[config.mk]
export PLATFORM = sky130hd
export DESIGN_NAME = yfr_ctrl
export DESIGN_NICKNAME = d
export VERILOG_FILES = /design/src/rtl/yfr_pkg.sv /design/src/rtl/yfr_ctrl.sv
export SDC_FILE = /design/constraint.sdc
export NUM_CORES = 1
export LEC_CHECK = 0
export ABC_AREA = 1
export BUFFER_PORTS_ARGS = -buffer_cell sky130_fd_sc_hd__buf_2
export CORE_MARGIN = 2
export CORE_UTILIZATION = 43
export CTS_BUF_LIST = sky130_fd_sc_hd__clkbuf_8
export CTS_CLUSTER_SIZE = 10
export DETAILED_ROUTE_END_ITERATION = 6
export PLACE_DENSITY = 0.62
export SKIP_LAST_GASP = 1
export SLEW_MARGIN = 0
export SYNTH_ARGS = -nofsm -noshare
export SYNTH_HDL_FRONTEND = slang
export SYNTH_SLANG_ARGS = --single-unit
export TNS_END_PERCENT = 10
[constraint.sdc]
create_clock -name clock -period 7.4 [get_ports clock]
set_input_delay 0.37 -clock clock [delete_from_list [all_inputs] [get_ports clock]]
set_output_delay 0.37 -clock clock [all_outputs]
set_load 0.01 [all_outputs]
[src/rtl/yfr_pkg.sv]
// ----------------------------------------------------------------------------
// yfr_pkg: shared types and constants for the YUV 4:2:0 frame rotator
// Holds the frame geometry limits, the code enums and the structs that
// carry commands from the sequencer to the frame store and the pipeline.
// ----------------------------------------------------------------------------
package yfr_pkg;

   localparam int MaxWidth   = 256;
   localparam int MaxHeight  = 256;
   localparam int MinDim     = 16;
   localparam int StoreDepth = (MaxWidth * MaxHeight * 3) / 2;
   localparam int AddrW      = $clog2(StoreDepth);
   localparam int DimW       = 9;
   localparam int CountW     = 8;

   typedef enum logic [1:0] {
      REG_WIDTH    = 2'd0,
      REG_HEIGHT   = 2'd1,
      REG_ROTATION = 2'd2
   } reg_index_type;

   typedef enum logic [1:0] {
      ROT_CW90    = 2'd0,
      ROT_180     = 2'd1,
      ROT_CW270   = 2'd2,
      ROT_INVALID = 2'd3
   } rot_type;

   typedef enum logic [1:0] {
      STATUS_OK         = 2'd0,
      STATUS_BAD_ROT    = 2'd1,
      STATUS_NOT_LOADED = 2'd2
   } status_type;

   typedef enum logic {
      KIND_LOAD  = 1'b0,
      KIND_FETCH = 1'b1
   } kind_type;

   typedef enum logic [1:0] {
      PLANE_Y = 2'd0,
      PLANE_U = 2'd1,
      PLANE_V = 2'd2
   } plane_type;

   typedef struct packed {
      logic             wr_en;
      logic [AddrW-1:0] wr_addr;
      logic [7:0]       wr_data;
      logic             rd_en;
      logic [AddrW-1:0] rd_addr;
   } store_cmd_type;

   typedef struct packed {
      logic       issue;
      status_type status;
      logic       last;
   } rsp_info_type;

   // Clamp a dimension to [16, max] and round down to a multiple of 16.
   function automatic logic [DimW-1:0] fit_dim(input logic [DimW-1:0] v,
                                               input logic [DimW-1:0] maxv);
      logic [DimW-1:0] t;
      t = v;
      if (t < DimW'(MinDim)) t = DimW'(MinDim);
      if (t > maxv) t = maxv;
      t = t & ~DimW'(15);
      if (t < DimW'(MinDim)) t = DimW'(MinDim);
      return t;
   endfunction

endpackage

[src/rtl/yfr_ctrl.sv]
// ----------------------------------------------------------------------------
// yfr_ctrl: configuration registers, load counter and fetch address walker
// Steps the rotated read address incrementally, one item per cycle when an item is accepted.
// ----------------------------------------------------------------------------
module yfr_ctrl (
   input  logic                         clock,
   input  logic                         reset,
   input  logic                         csr_we,
   input  logic [1:0]                   csr_index,
   input  logic [yfr_pkg::DimW-1:0]     csr_wdata,
   input  logic                         item_accept,
   input  logic                         item_kind,
   input  logic [7:0]                   item_pixel,
   output yfr_pkg::store_cmd_type       store_cmd,
   output yfr_pkg::rsp_info_type        rsp_info
);

   localparam int AW = yfr_pkg::AddrW;
   localparam int DW = yfr_pkg::DimW;
   localparam int CW = yfr_pkg::CountW;

   logic [DW-1:0]        w_ff, w_in, h_ff, h_in;
   logic [AW-1:0]        wh_ff, wh_in;
   yfr_pkg::rot_type     rot_ff, rot_in;
   logic [AW-1:0]        load_count_ff, load_count_in;
   logic                 full_ff, full_in;
   yfr_pkg::plane_type   plane_ff, plane_in;
   logic [CW-1:0]        col_ff, col_in, row_ff, row_in;
   logic [AW-1:0]        addr_ff, addr_in, col_start_ff, col_start_in;

   logic [DW-1:0]        fit_val;
   logic [2*DW-1:0]      prod;
   logic [AW-1:0]        total, csize;
   logic [DW-1:0]        pw, ph;
   logic [AW-1:0]        off, psize, pw_ext, pstart, cur, col_cur;
   logic                 row_end, col_end, is_last;

   // Frame geometry
   always_comb begin
      total  = wh_ff + {1'b0, wh_ff[AW-1:1]};
      csize  = {2'b0, wh_ff[AW-1:2]};
      pw     = w_ff;
      ph     = h_ff;
      off    = '0;
      psize  = wh_ff;
      case (plane_ff)
         yfr_pkg::PLANE_Y: begin
            off = '0;
         end
         yfr_pkg::PLANE_U: begin
            pw = {1'b0, w_ff[DW-1:1]}; ph = {1'b0, h_ff[DW-1:1]};
            off = wh_ff; psize = csize;
         end
         default: begin
            pw = {1'b0, w_ff[DW-1:1]}; ph = {1'b0, h_ff[DW-1:1]};
            off = wh_ff + csize; psize = csize;
         end
      endcase
      pw_ext = {{(AW-DW){1'b0}}, pw};
      case (rot_ff)
         yfr_pkg::ROT_CW90:  pstart = off + psize - pw_ext;
         yfr_pkg::ROT_CW270: pstart = off + pw_ext - AW'(1);
         default:            pstart = off + psize - AW'(1);
      endcase
      cur     = (row_ff == '0 && col_ff == '0) ? pstart : addr_ff;
      col_cur = (row_ff == '0) ? cur : col_start_ff;
      row_end = ({1'b0, row_ff} + DW'(1)) >= ph;
      col_end = ({1'b0, col_ff} + DW'(1)) >= pw;
      is_last = (plane_ff == yfr_pkg::PLANE_V) && row_end && col_end;
   end

   // Next state
   always_comb begin
      w_in          = w_ff;
      h_in          = h_ff;
      wh_in         = wh_ff;
      rot_in        = rot_ff;
      load_count_in = load_count_ff;
      full_in       = full_ff;
      plane_in      = plane_ff;
      col_in        = col_ff;
      row_in        = row_ff;
      addr_in       = addr_ff;
      col_start_in  = col_start_ff;
      fit_val       = '0;
      prod          = '0;

      store_cmd         = '0;
      store_cmd.wr_addr = load_count_ff;
      store_cmd.wr_data = item_pixel;
      store_cmd.rd_addr = cur;

      rsp_info        = '0;
      rsp_info.status = yfr_pkg::STATUS_OK;

      if (csr_we) begin
         unique case (yfr_pkg::reg_index_type'(csr_index))
            yfr_pkg::REG_WIDTH: begin
               fit_val = yfr_pkg::fit_dim(csr_wdata, DW'(yfr_pkg::MaxWidth));
               prod    = {{DW{1'b0}}, fit_val} * {{DW{1'b0}}, h_ff};
               w_in    = fit_val;
               wh_in   = prod[AW-1:0];
               load_count_in = '0; full_in = 1'b0;
               plane_in = yfr_pkg::PLANE_Y; col_in = '0; row_in = '0;
            end
            yfr_pkg::REG_HEIGHT: begin
               fit_val = yfr_pkg::fit_dim(csr_wdata, DW'(yfr_pkg::MaxHeight));
               prod    = {{DW{1'b0}}, w_ff} * {{DW{1'b0}}, fit_val};
               h_in    = fit_val;
               wh_in   = prod[AW-1:0];
               load_count_in = '0; full_in = 1'b0;
               plane_in = yfr_pkg::PLANE_Y; col_in = '0; row_in = '0;
            end
            yfr_pkg::REG_ROTATION: begin
               rot_in   = yfr_pkg::rot_type'(csr_wdata[1:0]);
               plane_in = yfr_pkg::PLANE_Y; col_in = '0; row_in = '0;
            end
            default: ;
         endcase
      end else if (item_accept) begin
         if (yfr_pkg::kind_type'(item_kind) == yfr_pkg::KIND_LOAD) begin
            // Drop loads once the frame is complete
            if (!full_ff && load_count_ff < total) begin
               store_cmd.wr_en = 1'b1;
               load_count_in   = load_count_ff + AW'(1);
               full_in         = (load_count_ff + AW'(1)) >= total;
            end
         end else begin
            rsp_info.issue = 1'b1;
            if (rot_ff == yfr_pkg::ROT_INVALID) begin
               rsp_info.status = yfr_pkg::STATUS_BAD_ROT;
            end else if (!full_ff) begin
               rsp_info.status = yfr_pkg::STATUS_NOT_LOADED;
            end else begin
               store_cmd.rd_en = 1'b1;
               rsp_info.last   = is_last;
               if (is_last) begin
                  // Release the frame for the next load
                  load_count_in = '0; full_in = 1'b0;
                  plane_in = yfr_pkg::PLANE_Y; col_in = '0; row_in = '0;
               end else if (!row_end) begin
                  row_in       = row_ff + CW'(1);
                  col_start_in = col_cur;
                  case (rot_ff)
                     yfr_pkg::ROT_CW90:  addr_in = cur - pw_ext;
                     yfr_pkg::ROT_CW270: addr_in = cur + pw_ext;
                     default:            addr_in = cur - AW'(1);
                  endcase
               end else if (!col_end) begin
                  row_in = '0;
                  col_in = col_ff + CW'(1);
                  case (rot_ff)
                     yfr_pkg::ROT_CW90:  addr_in = col_cur + AW'(1);
                     yfr_pkg::ROT_CW270: addr_in = col_cur - AW'(1);
                     default:            addr_in = cur - AW'(1);
                  endcase
               end else begin
                  row_in   = '0;
                  col_in   = '0;
                  plane_in = yfr_pkg::plane_type'(plane_ff + 2'd1);
               end
            end
         end
      end
   end

   always_ff @(posedge clock) begin
      if (reset) begin
         w_ff          <= DW'(yfr_pkg::MaxWidth);
         h_ff          <= DW'(yfr_pkg::MaxHeight);
         wh_ff         <= AW'(yfr_pkg::MaxWidth * yfr_pkg::MaxHeight);
         rot_ff        <= yfr_pkg::ROT_CW90;
         load_count_ff <= '0;
         full_ff       <= 1'b0;
         plane_ff      <= yfr_pkg::PLANE_Y;
         col_ff        <= '0;
         row_ff        <= '0;
      end else begin
         w_ff          <= w_in;
         h_ff          <= h_in;
         wh_ff         <= wh_in;
         rot_ff        <= rot_in;
         load_count_ff <= load_count_in;
         full_ff       <= full_in;
         plane_ff      <= plane_in;
         col_ff        <= col_in;
         row_ff        <= row_in;
      end
   end

   always_ff @(posedge clock) begin
      addr_ff      <= addr_in;
      col_start_ff <= col_start_in;
   end

   a_load_bound: assert property (@(posedge clock) disable iff (reset)
      load_count_ff <= total)
      else $error("load count ran past the frame size");

   a_full_count: assert property (@(posedge clock) disable iff (reset)
      full_ff |-> load_count_ff == total)
      else $error("frame marked full with bytes missing");

   a_plane_range: assert property (@(posedge clock) disable iff (reset)
      plane_ff <= yfr_pkg::PLANE_V)
      else $error("fetch plane ran past the V plane");

endmodule

==> results.yml, run 1 <==
run_status:
  outcome: "finished with violations"
  violations_in_the_final_reports: "DRC"
final_layout:
  num_antenna_cells: 0
  layout_common_cells: "377 x nand2_1, 254 x inv_1, 161 x ha_1"
  final_cell_area_um2: 12200
  final_layout_size_suffix_gt1_share_pct: 8.17
  syn2layout_area_growth_pct: 6.02
  fill_cells: 2743
  finish.net_count: 1917
  mostFrequentLayoutCell: "nand2_1"
route:
  drt.antenna.violating_nets: 0
  count_of_tritonroute_iterations_in_the_first_routing_pass: 7
  via_count: 10700
  routed_wl_mm: 29.3
  detailedRoute.firstIterationViolations: 727
  route.detailed.wl_per_inst_um: 14.3
  post_drt_via_cell_ratio: 5.23
  drc: 5
clock_tree:
  clk_latency_ps: 400
  ctsLongestPathBuffers: 2
  cts_tree: "done"
  h_tree_depth: 3
  holdBufCountCts: 0
  total_cts_buffers: 9
  postCtsSetupBuffers: 0
  ctsResizeCount: 0
  clock_sink_count: 91
  ctsRootBufferMaster: "clkbuf_8"
  cts.reportedPaths.clkPinSlew_ps: 110
sta:
  final.setup_skew_ps: 30.1
  final-setup-viol-count: 0
  tightest_slew_ps: 1300
  timing.slew.headroom_pct: 12.7
  holdWs_ps: 316
  fin_crit_ps: 6060
  timing.final.crit_share_pct: 81.8
  setup_tns_ps: 0
  final_max_slew_viol_count: 0
  setup_repair_after_global_routing_missed_its_margin: "no"
  timing.final.hold_violations: 0
  max_clock_freq_mhz: 165
worst_setup_path:
  timing.critical_path.mode_cell: "nand2_1"
  worst_ep_required_time_ps: 7570
  critPathCaptureType: "flop"
  critPathSlowestCell: "fa_1"
  worst-r2r-setup-slack_ps: 1340
  crit_type: "flop to flop"
  crit_path_end: "addr_ff[16]$_DFFE_PP_"
  r2r-start: "plane_ff[1]$_SDFFE_PP0P_"
  critical_path_startpoint_category: "flop"
  crit_path_max_fanout: 10
  timing.rr.end: "addr_ff[16]$_DFFE_PP_"
  crit_path_max_incr_delay_ps: 400
  setup.worst_path.start: "plane_ff[1]$_SDFFE_PP0P_"
  cp_data_arrival_time_ps: 6230
  reg2regPathDepth: 34
grt:
  grt_pass1_vias: 9851
  grt_usage_pct: 21.1
  grt_first_pass_wirelength_mm: 48.6
  grt_max_degree: 37
  grt_overflow_total: 0
  antenna_found_initial: 0
placement:
  detailed_place.area_um2: 12000
  place.detailed.hpwl_mm: 23.4
  buffer_ports.inserted: 55
  gp_congestion: 0.899
logic_synthesis:
  synth.net_count: 1888
  synth_fa_ha_area_share_pct: 21.7
  mux_contribution_to_synthesized_area_pct: 0
  synth.distinct_cells: 55
  combinational_family_with_the_most_area_after_synthesis: "simple AND/OR/NAND/NOR gates"
  number_of_flops_mapped_to_enable_cells_by_yosys: 34
  ys_dominant_reg_cell: "dfxtp_1"
  synthXorXnorAreaFrac_pct: 5.65
  synthCells: 1679
  share_of_the_synthesized_area_in_compound_gates_ao_oa_aoi_oai_pct: 15.8
  ys.warnings.count: 0
  post_synthesis_share_of_cell_area_spent_on_and_or_nand_and_nor_gates_pct: 27.3
  post_synthesis_area_per_instance_um2: 6.84
  synth_seq_cells: 91
  seq_area_frac_synth_pct: 18.8
  synthesis.area_um2: 11500
  async_reset_ff_share_pct: 0
floorplanning:
  initial_core_util_pct: 43.9
  die_footprint_um2: 28000
  dieWidth_um: 167
  area_of_the_core_um2: 26100
  num_rows: 59
  ioPinCount: 72
  fp.dieH_um: 167
job:
  timing.max_cap.violations: 0
power_and_ir_drop:
  ir_worst_vdd_mv: 0.128
  power.static_leakage_uw: 0.00626
  power_per_unit_of_standard_cell_area_nw_per_um2: 170
hold_path:
  min-delay-path-class: "primary input to flop"
  hp-start: "csr_wdata[0]"
per-layer routing:
metal	share of wire, %	GRT usage, %
met1	51	30.2
met2	44	33.4
met3	4.2	2.95
met4	1.3	5.10
met5	0	0
critical path: cells and delay by family, from the launching register on:
kind / cells / cell delay (ps)
AO/OA/AOI/OAI: 5 / 1150
flip-flops: 1 / 350
buffers and inverters: 5 / 520
AND/OR/NAND/NOR: 17 / 2090
XOR/XNOR: 2 / 250
adder cells (fa/ha/maj): 5 / 1490
registers in the layout (all words and copies together) (netlist names):
register       cells
addr_ff           17
col_ff             8
col_start_ff      17
full_ff            1
h_ff               5
load_count_ff     17
plane_ff           2
rot_ff             2
row_ff             8
w_ff               5
wh_ff              9
cells by family (layout without fill, tap and decap cells):
kind of cell,Yosys count,count (layout)
fa+ha+maj,185,185
buf+inv,307,341
compound gates,316,316
flops,91,91
simple gates,706,706
xor+xnor,74,74
area by class of cell:
cell class              count  area (um2)  share of cell area, %
multi-input cells        1281        8090                   66.5
flip-flops and latches     91        2160                   17.8
inverters                 265        1000                   8.22
well taps                 335         419                   3.45
repair buffers             60         313                   2.57
clock buffers               9         124                   1.02
clock inverters             7        62.6                  0.514
power by group:
group	total [uW]	internal [uW]	switching [uW]
registers	589	561	28.2
clock network	352	153	200
logic	1120	402	719
total	2060	1120	946
worst min path at each step:
stage                                   to  slack (ps)  depth (start not counted)
floorplan           row_ff[7]$_SDFFE_PP0P_         450                          2
CTS                 rot_ff[0]$_SDFFE_PP0P_         290                          3
detailed placement  row_ff[7]$_SDFFE_PP0P_         460                          2
finish              rot_ff[0]$_SDFFE_PP0P_         320                          3
global route        rot_ff[0]$_SDFFE_PP0P_         320                          3
global placement    row_ff[7]$_SDFFE_PP0P_         460                          2
cells in the mapped netlist (2+ instances only):
| library cell | count | share of area (%) |
|---|---|---|
| xor2_1 | 53 | 4.0 |
| dfxtp_1 | 57 | 9.9 |
| inv_1 | 251 | 8.2 |
| o22ai_1 | 7 | 0.38 |
| nand3_1 | 98 | 4.3 |
| nor4_1 | 3 | 0.16 |
| edfxtp_1 | 34 | 8.9 |
| nand3_2 | 6 | 0.52 |
| a21oi_1 | 122 | 5.3 |
| a31oi_1 | 11 | 0.60 |
| fa_1 | 24 | 4.2 |
| or2_2 | 8 | 0.44 |
| xnor2_1 | 21 | 1.6 |
| buf_4 | 12 | 0.79 |
| a211oi_1 | 22 | 1.4 |
| nand2_2 | 8 | 0.44 |
| nor2_1 | 134 | 4.4 |
| and2_1 | 3 | 0.16 |
| inv_2 | 12 | 0.39 |
| a21o_1 | 3 | 0.20 |
| ha_1 | 161 | 18 |
| nand2_4 | 3 | 0.29 |
| o21a_1 | 6 | 0.39 |
| nand3_4 | 2 | 0.31 |
| o21bai_1 | 9 | 0.59 |
| clkbuf_1 | 23 | 0.75 |
| nor2_2 | 9 | 0.49 |
| o21ai_0 | 93 | 4.1 |
| a21boi_0 | 2 | 0.13 |
| nor2_4 | 8 | 0.79 |
| o211ai_1 | 9 | 0.59 |
| buf_2 | 4 | 0.17 |
| nand2_1 | 377 | 12 |
| inv_4 | 2 | 0.11 |
| o221ai_1 | 7 | 0.53 |
| o21ai_1 | 10 | 0.44 |
| nor3_1 | 14 | 0.61 |
| buf_6 | 3 | 0.29 |
| nand3b_1 | 12 | 0.79 |
| nand4_1 | 18 | 0.98 |
| a21oi_2 | 2 | 0.15 |
| o21ai_2 | 3 | 0.23 |
stage by stage:
stage	power (uW)	util, %	std cells	setup slack (ps)
4_1_cts	2070	46.6	2048	1400
3_5_place_dp	1710	45.8	2032	1380
3_3_place_gp	1700	45.8	2032	1650
5_1_grt	2250	46.6	2048	644
6_report	2060	46.6	2048	1340
2_1_floorplan	1450	-	1679	1900
Power figures use the tool's default switching activity.
==> run 2, diff against run 1 <==
--- a/config.mk
+++ b/config.mk
@@ -5,7 +5,7 @@
 export SDC_FILE = /design/constraint.sdc
 export NUM_CORES = 1
 export LEC_CHECK = 0
-export ABC_AREA = 1
+export ABC_AREA = 0
 export BUFFER_PORTS_ARGS = -buffer_cell sky130_fd_sc_hd__buf_2
 export CORE_MARGIN = 2
 export CORE_UTILIZATION = 43
==> constraint.sdc (replaced) <==
create_clock -name clock -period 5.75 [get_ports clock]
set_input_delay 0.2875 -clock clock [delete_from_list [all_inputs] [get_ports clock]]
set_output_delay 0.2875 -clock clock [all_outputs]
set_load 0.01 [all_outputs]
==> results.yml, run 2 <==
floorplanning:
  ioPinCount: 72
  area_of_the_core_um2: 25900
  initial_core_util_pct: 43.5
  die_footprint_um2: 27500
  dieWidth_um: 166
  fp.dieH_um: 166
  num_rows: 59
final_layout:
  fill_cells: 2537
  syn2layout_area_growth_pct: 10.5
  regs_by_ff_count: "addr_ff x17, col_start_ff x17, load_count_ff x17"
  num_antenna_cells: 0
  mostFrequentLayoutCell: "ha_1"
  final_core_utilization_pct: 48.1
  finish.net_count: 1658
  register_area_um2: 2160
  multi_input_comb_area_um2: 8530
  layout_common_cells: "158 x ha_1, 113 x nor2_1, 101 x nand2_1"
  final_layout_size_suffix_gt1_share_pct: 13.1
logic_synthesis:
  synth.distinct_cells: 85
  synth.top_cells.by_area: "ha_1 18%, dfxtp_1 10%, edfxtp_1 9.1%"
  seq_area_frac_synth_pct: 19.2
  synth.net_count: 1590
  synthesis.area_um2: 11300
  post-synth-top-area-cell: "ha_1"
  ys_dominant_reg_cell: "dfxtp_1"
  synthCells: 1381
  synth_top_cell_area_share_pct: 17.9
  post_synthesis_area_per_instance_um2: 8.17
  post_synth_most_frequent_cells: "161 x ha_1, 115 x nor2_1, 101 x nand2_1"
  synthMostInstantiatedCell: "ha_1"
  synth_seq_cells: 91
  number_of_flops_mapped_to_enable_cells_by_yosys: 34
  async_reset_ff_share_pct: 0
  ys.warnings.count: 0
clock_tree:
  ctsRootBufferMaster: "clkbuf_8"
  h_tree_depth: 3
  clock_sink_count: 91
  holdBufCountCts: 0
  cts.reportedPaths.clkPinSlew_ps: 110
  ctsLongestPathBuffers: 2
  total_cts_buffers: 9
  clk_latency_ps: 410
  cts_tree: "done"
route:
  detailedRoute.firstIterationViolations: 514
  routed_wl_mm: 27.5
  wl_met3_um: 677
  met2RoutedLength_mm: 12.9
  count_of_tritonroute_iterations_in_the_first_routing_pass: 6
  via_count: 9862
  route.detailed.wl_per_inst_um: 15.4
  routed.top_layer: "met4"
  wl_met1_mm: 13.5
  drt.antenna.violating_nets: 0
  drc: 0
  post_drt_via_cell_ratio: 5.51
worst_setup_path:
  worst_ep_required_time_ps: 5910
  critical_path_startpoint_category: "flop"
  cp_data_arrival_time_ps: 5840
  cp.buffers_inverters: 5
  critPathSlowestCell: "fa_1"
  cp_num_cells: 26
  crit_path_max_fanout: 5
  critPathCaptureType: "flop"
  reg2regPathDepth: 26
  crit_type: "flop to flop"
  timing.critical_path.mode_cell: "inv_1"
  cp_top_family: "compound AO/OA/AOI/OAI gates"
  crit_path_max_incr_delay_ps: 470
grt:
  grt_pass1_vias: 9439
  grt_overflow_total: 0
  grt_usage_pct: 20.1
  grt_max_degree: 50
  grt_first_pass_wirelength_mm: 46.2
  antenna_found_initial: 0
power_and_ir_drop:
  ir_worst_vdd_mv: 0.139
  power_per_unit_of_standard_cell_area_nw_per_um2: 183
  final_total_power_uw: 2290
  power.static_leakage_uw: 0.00589
sta:
  post-route-worst-setup-slack_ps: 70.7
  timing.final.crit_share_pct: 98.8
  final-setup-viol-count: 0
  final.setup_skew_ps: 30.9
  max_clock_freq_mhz: 176
  setup_repair_after_global_routing_missed_its_margin: "yes"
  timing.slew.headroom_pct: 28.6
  holdWs_ps: 124
  timing.final.hold_violations: 0
  final_max_slew_viol_count: 0
  fin_crit_ps: 5680
  tightest_slew_ps: 1070
hold_path:
  min-delay-path-class: "primary input to flop"
  holdPathStages: 3
placement:
  buffer_ports.inserted: 53
  gp_congestion: 0.851
  place.detailed.hpwl_mm: 21.2
  dp_slack_ps: 19.1
run_status:
  outcome: "finished, final reports clean"
job:
  timing.max_cap.violations: 0
-- run 2: worst reg2reg max path, stage by stage, from the launching register on --
cell       delay [ps]
dfxtp_2           370
inv_1              70
ha_2              200
or2_1             230
nor2_2            140
ha_2              190
inv_1              50
fa_1              470
inv_1              60
ha_4              290
nand4bb_1         170
o41ai_4           400
a21oi_1           150
xnor2_1           150
o211ai_1          330
buf_4             210
ha_1              280
nor3_1            300
a2111oi_1         100
buf_4             160
o21ai_0           140
nand2b_1          110
a21o_1            190
a31oi_1           150
xor2_1            190
nor3_1             70
a211o_1           280
-- run 2: layout make-up --
type	instances	area share (%)
Sequential cell	91	17.4
Clock inverter	6	0.432
Inverter	99	2.98
Multi-Input combinational cell	1126	68.4
Timing Repair Buffer	122	6.32
Clock buffer	10	1.10
Tap cell	335	3.36
-- run 2: stage by stage --
step           instance area [um2]  TNS [ps]  cells
2_1_floorplan                11300         0   1381
3_3_place_gp                 12200         0   1769
3_5_place_dp                 12200         0   1769
4_1_cts                      12400         0   1785
5_1_grt                      12500      -460   1789
6_report                     12500         0   1789
-- run 2: path summary, 6_finish.rpt --
| path | from | endpoint | slack [ps] |
|---|---|---|---|
| min | csr_wdata[0] | rot_ff[0]$_SDFFE_PP0P_ | 120 |
| max reg2reg | plane_ff[0]$_SDFFE_PP0P_ | addr_ff[15]$_DFFE_PP_ | 70 |
| min reg2reg | plane_ff[1]$_SDFFE_PP0P_ | plane_ff[1]$_SDFFE_PP0P_ | 530 |
| max | plane_ff[0]$_SDFFE_PP0P_ | addr_ff[15]$_DFFE_PP_ | 70 |
-- run 2: logic make-up (layout without fill, tap and decap cells) --
group	after synthesis	in the layout	synth area share (%)
AOI/OAI and AO/OA	342	342	20.0
xor gates and xnor gates	111	111	8.62
adders and majority gates	185	185	22.1
buffers and inverters	164	237	6.02
DFF	91	91	19.2
muxes	42	42	3.93
and+or+nand+nor	446	446	20.1
-- run 2: routing by layer --
metal / track usage, % / vias up
li1: - / 5050
met1: 27.2 / 4676
met2: 33.6 / 105
met3: 2.45 / 31
met4: 6.01 / 0
met5: 0 / -
-- run 2: power by group --
group	switching, uW	leakage [uW]	total (uW)	internal [uW]
logic	599	0.00503	1100	506
clock network	291	0.0000962	470	179
registers	8.81	0.000770	710	701
total	899	0.00589	2290	1390
-- run 2: what timing repair did --
item | CTS | global route
pin swaps | 1 | 10
resized for setup | 0 | 18
setup buffers | 0 | 5
endpoints found under the setup margin | 1 | 4
==> run 3, diff against run 2 <==
--- a/config.mk
+++ b/config.mk
@@ -9,7 +9,6 @@
 export BUFFER_PORTS_ARGS = -buffer_cell sky130_fd_sc_hd__buf_2
 export CORE_MARGIN = 2
 export CORE_UTILIZATION = 43
-export CTS_BUF_LIST = sky130_fd_sc_hd__clkbuf_8
 export CTS_CLUSTER_SIZE = 10
 export DETAILED_ROUTE_END_ITERATION = 6
 export PLACE_DENSITY = 0.62
==> results.yml, run 3 (same netlist as run 2, synthesis figures left out) <==
placement:
  buffer_ports.inserted: 53
  dp_slack_ps: 19.1
  place.detailed.hpwl_mm: 21.2
  gp_congestion: 0.851
clock_tree:
  total_cts_buffers: 9
  clk_latency_ps: 370
  ctsRootBufferMaster: "clkbuf_16"
  cts_tree: "done"
  holdBufCountCts: 0
  h_tree_depth: 3
  cts.reportedPaths.clkPinSlew_ps: 70
  ctsLongestPathBuffers: 2
  clock_sink_count: 91
floorplanning:
  die_footprint_um2: 27500
  area_of_the_core_um2: 25900
  fp.dieH_um: 166
  num_rows: 59
  initial_core_util_pct: 43.5
  ioPinCount: 72
  dieWidth_um: 166
grt:
  grt_overflow_total: 0
  grt_first_pass_wirelength_mm: 46.3
  grt_usage_pct: 20.0
  grt_max_degree: 50
  antenna_found_initial: 0
  grt_pass1_vias: 9434
power_and_ir_drop:
  power_per_unit_of_standard_cell_area_nw_per_um2: 196
  power.static_leakage_uw: 0.00594
  final_total_power_uw: 2480
  ir_worst_vdd_mv: 0.205
hold_path:
  hp-start: "csr_wdata[0]"
  min-delay-path-class: "primary input to flop"
  holdPathStages: 3
  holdPathEnd: "rot_ff[0]$_SDFFE_PP0P_"
route:
  drt.antenna.violating_nets: 0
  drc: 0
  count_of_tritonroute_iterations_in_the_first_routing_pass: 5
  route.detailed.wl_per_inst_um: 15.4
  routed_wl_mm: 27.5
  via_count: 9872
  post_drt_via_cell_ratio: 5.52
  detailedRoute.firstIterationViolations: 501
sta:
  fin_crit_ps: 5540
  max_clock_freq_mhz: 181
  final-setup-viol-count: 0
  tightest_slew_ps: 1080
  timing.slew.headroom_pct: 28.1
  setup_repair_after_global_routing_missed_its_margin: "yes"
  timing.final.hold_violations: 0
  final.setup_skew_ps: 22.7
  timing.final.crit_share_pct: 96.3
  post-route-worst-setup-slack_ps: 210
  final_max_slew_viol_count: 0
job:
  timing.max_cap.violations: 0
final_layout:
  finish.net_count: 1656
  layout_common_cells: "155 x ha_1, 111 x nor2_1, 101 x nand2_1"
  num_antenna_cells: 0
  syn2layout_area_growth_pct: 12.2
  final_core_utilization_pct: 48.8
  final_layout_size_suffix_gt1_share_pct: 14.0
  mostFrequentLayoutCell: "ha_1"
  regs_by_ff_count: "addr_ff x17, col_start_ff x17, load_count_ff x17"
worst_setup_path:
  worst_ep_required_time_ps: 5860
  setup.worst_path.start: "plane_ff[0]$_SDFFE_PP0P_"
  worst-r2r-setup-slack_ps: 210
  timing.rr.end: "addr_ff[15]$_DFFE_PP_"
  crit_path_max_fanout: 5
  cp_data_arrival_time_ps: 5650
  crit_type: "flop to flop"
  critical_path_startpoint_category: "flop"
  r2r-start: "plane_ff[0]$_SDFFE_PP0P_"
  critPathCaptureType: "flop"
  reg2regPathDepth: 27
run_status:
  outcome: "finished, final reports clean"
## run 3: cell count changes in the layout (fill, tap and decap cells not counted), moves of 3 or more
cell	change
nor3_2	+4
clkbuf_16	+9
clkbuf_8	-9
nor3_1	-4
ha_4	+3
ha_1	-3
## run 3: final cells by class
cell class              count  area [um2]
clock inverters             6        53.8
fillers                  2532       13300
inverters                  99         372
well taps                 335         419
clock buffers              10         239
flip-flops and latches     91        2170
repair buffers            120         772
multi-input cells        1126        8630
## run 3: report_power, final
part,internal [uW],total [uW],switching (uW)
registers,701,710,8.75
logic,528,1150,621
clock network,316,621,305
total,1540,2480,935
## run 3: how the worst max path moves through the flow
stage / to / depth (start not counted) / slack [ps]
floorplan: addr_ff[16]$_DFFE_PP_ / 27 / 2
global placement: addr_ff[16]$_DFFE_PP_ / 25 / 130
detailed placement: addr_ff[16]$_DFFE_PP_ / 25 / 20
CTS: addr_ff[16]$_DFFE_PP_ / 25 / 10
global route: addr_ff[15]$_DFFE_PP_ / 27 / -90
finish: addr_ff[15]$_DFFE_PP_ / 27 / 210
## run 3: worst max-delay path, cell delays in order (launching register included)
cell,delay (ps)
dfxtp_2,350
inv_1,60
ha_2,200
or2_1,230
nor2_2,140
ha_2,180
inv_1,40
fa_1,470
inv_1,60
ha_4,290
nand4bb_1,140
o41ai_2,230
buf_4,200
a21oi_1,80
xnor2_1,140
o211ai_1,300
buf_4,210
ha_1,290
nor3_2,280
a2111oi_2,80
buf_4,160
o21ai_0,140
nand2b_1,110
a21o_1,200
a31oi_1,160
xor2_1,190
nor3_1,70
a211o_1,290
## run 3: routing by layer
layer	GRT usage [%]	part of all wire, %
met1	27.6	49
met3	2.22	2.7
met2	33.8	47
met4	4.91	1.6
met5	0	0
## run 3: repair_timing
| item | in CTS | in global routing |
|---|---|---|
| setup buffers | 0 | 2 |
| gates resized for setup | 0 | 36 |
| endpoints found under the setup margin | 0 | 4 |
## run 3: metrics by stage
stage                     setup TNS [ps]  instances  hold slack, ps  instance area, um2
after floorplan                        0       1381             431               11300
after global routing                -147       1787             169               12600
final                                  0       1787             161               12600
after detailed placement               0       1769             518               12200
after global placement                 0       1769             500               12200
after CTS                              0       1785             159               12500
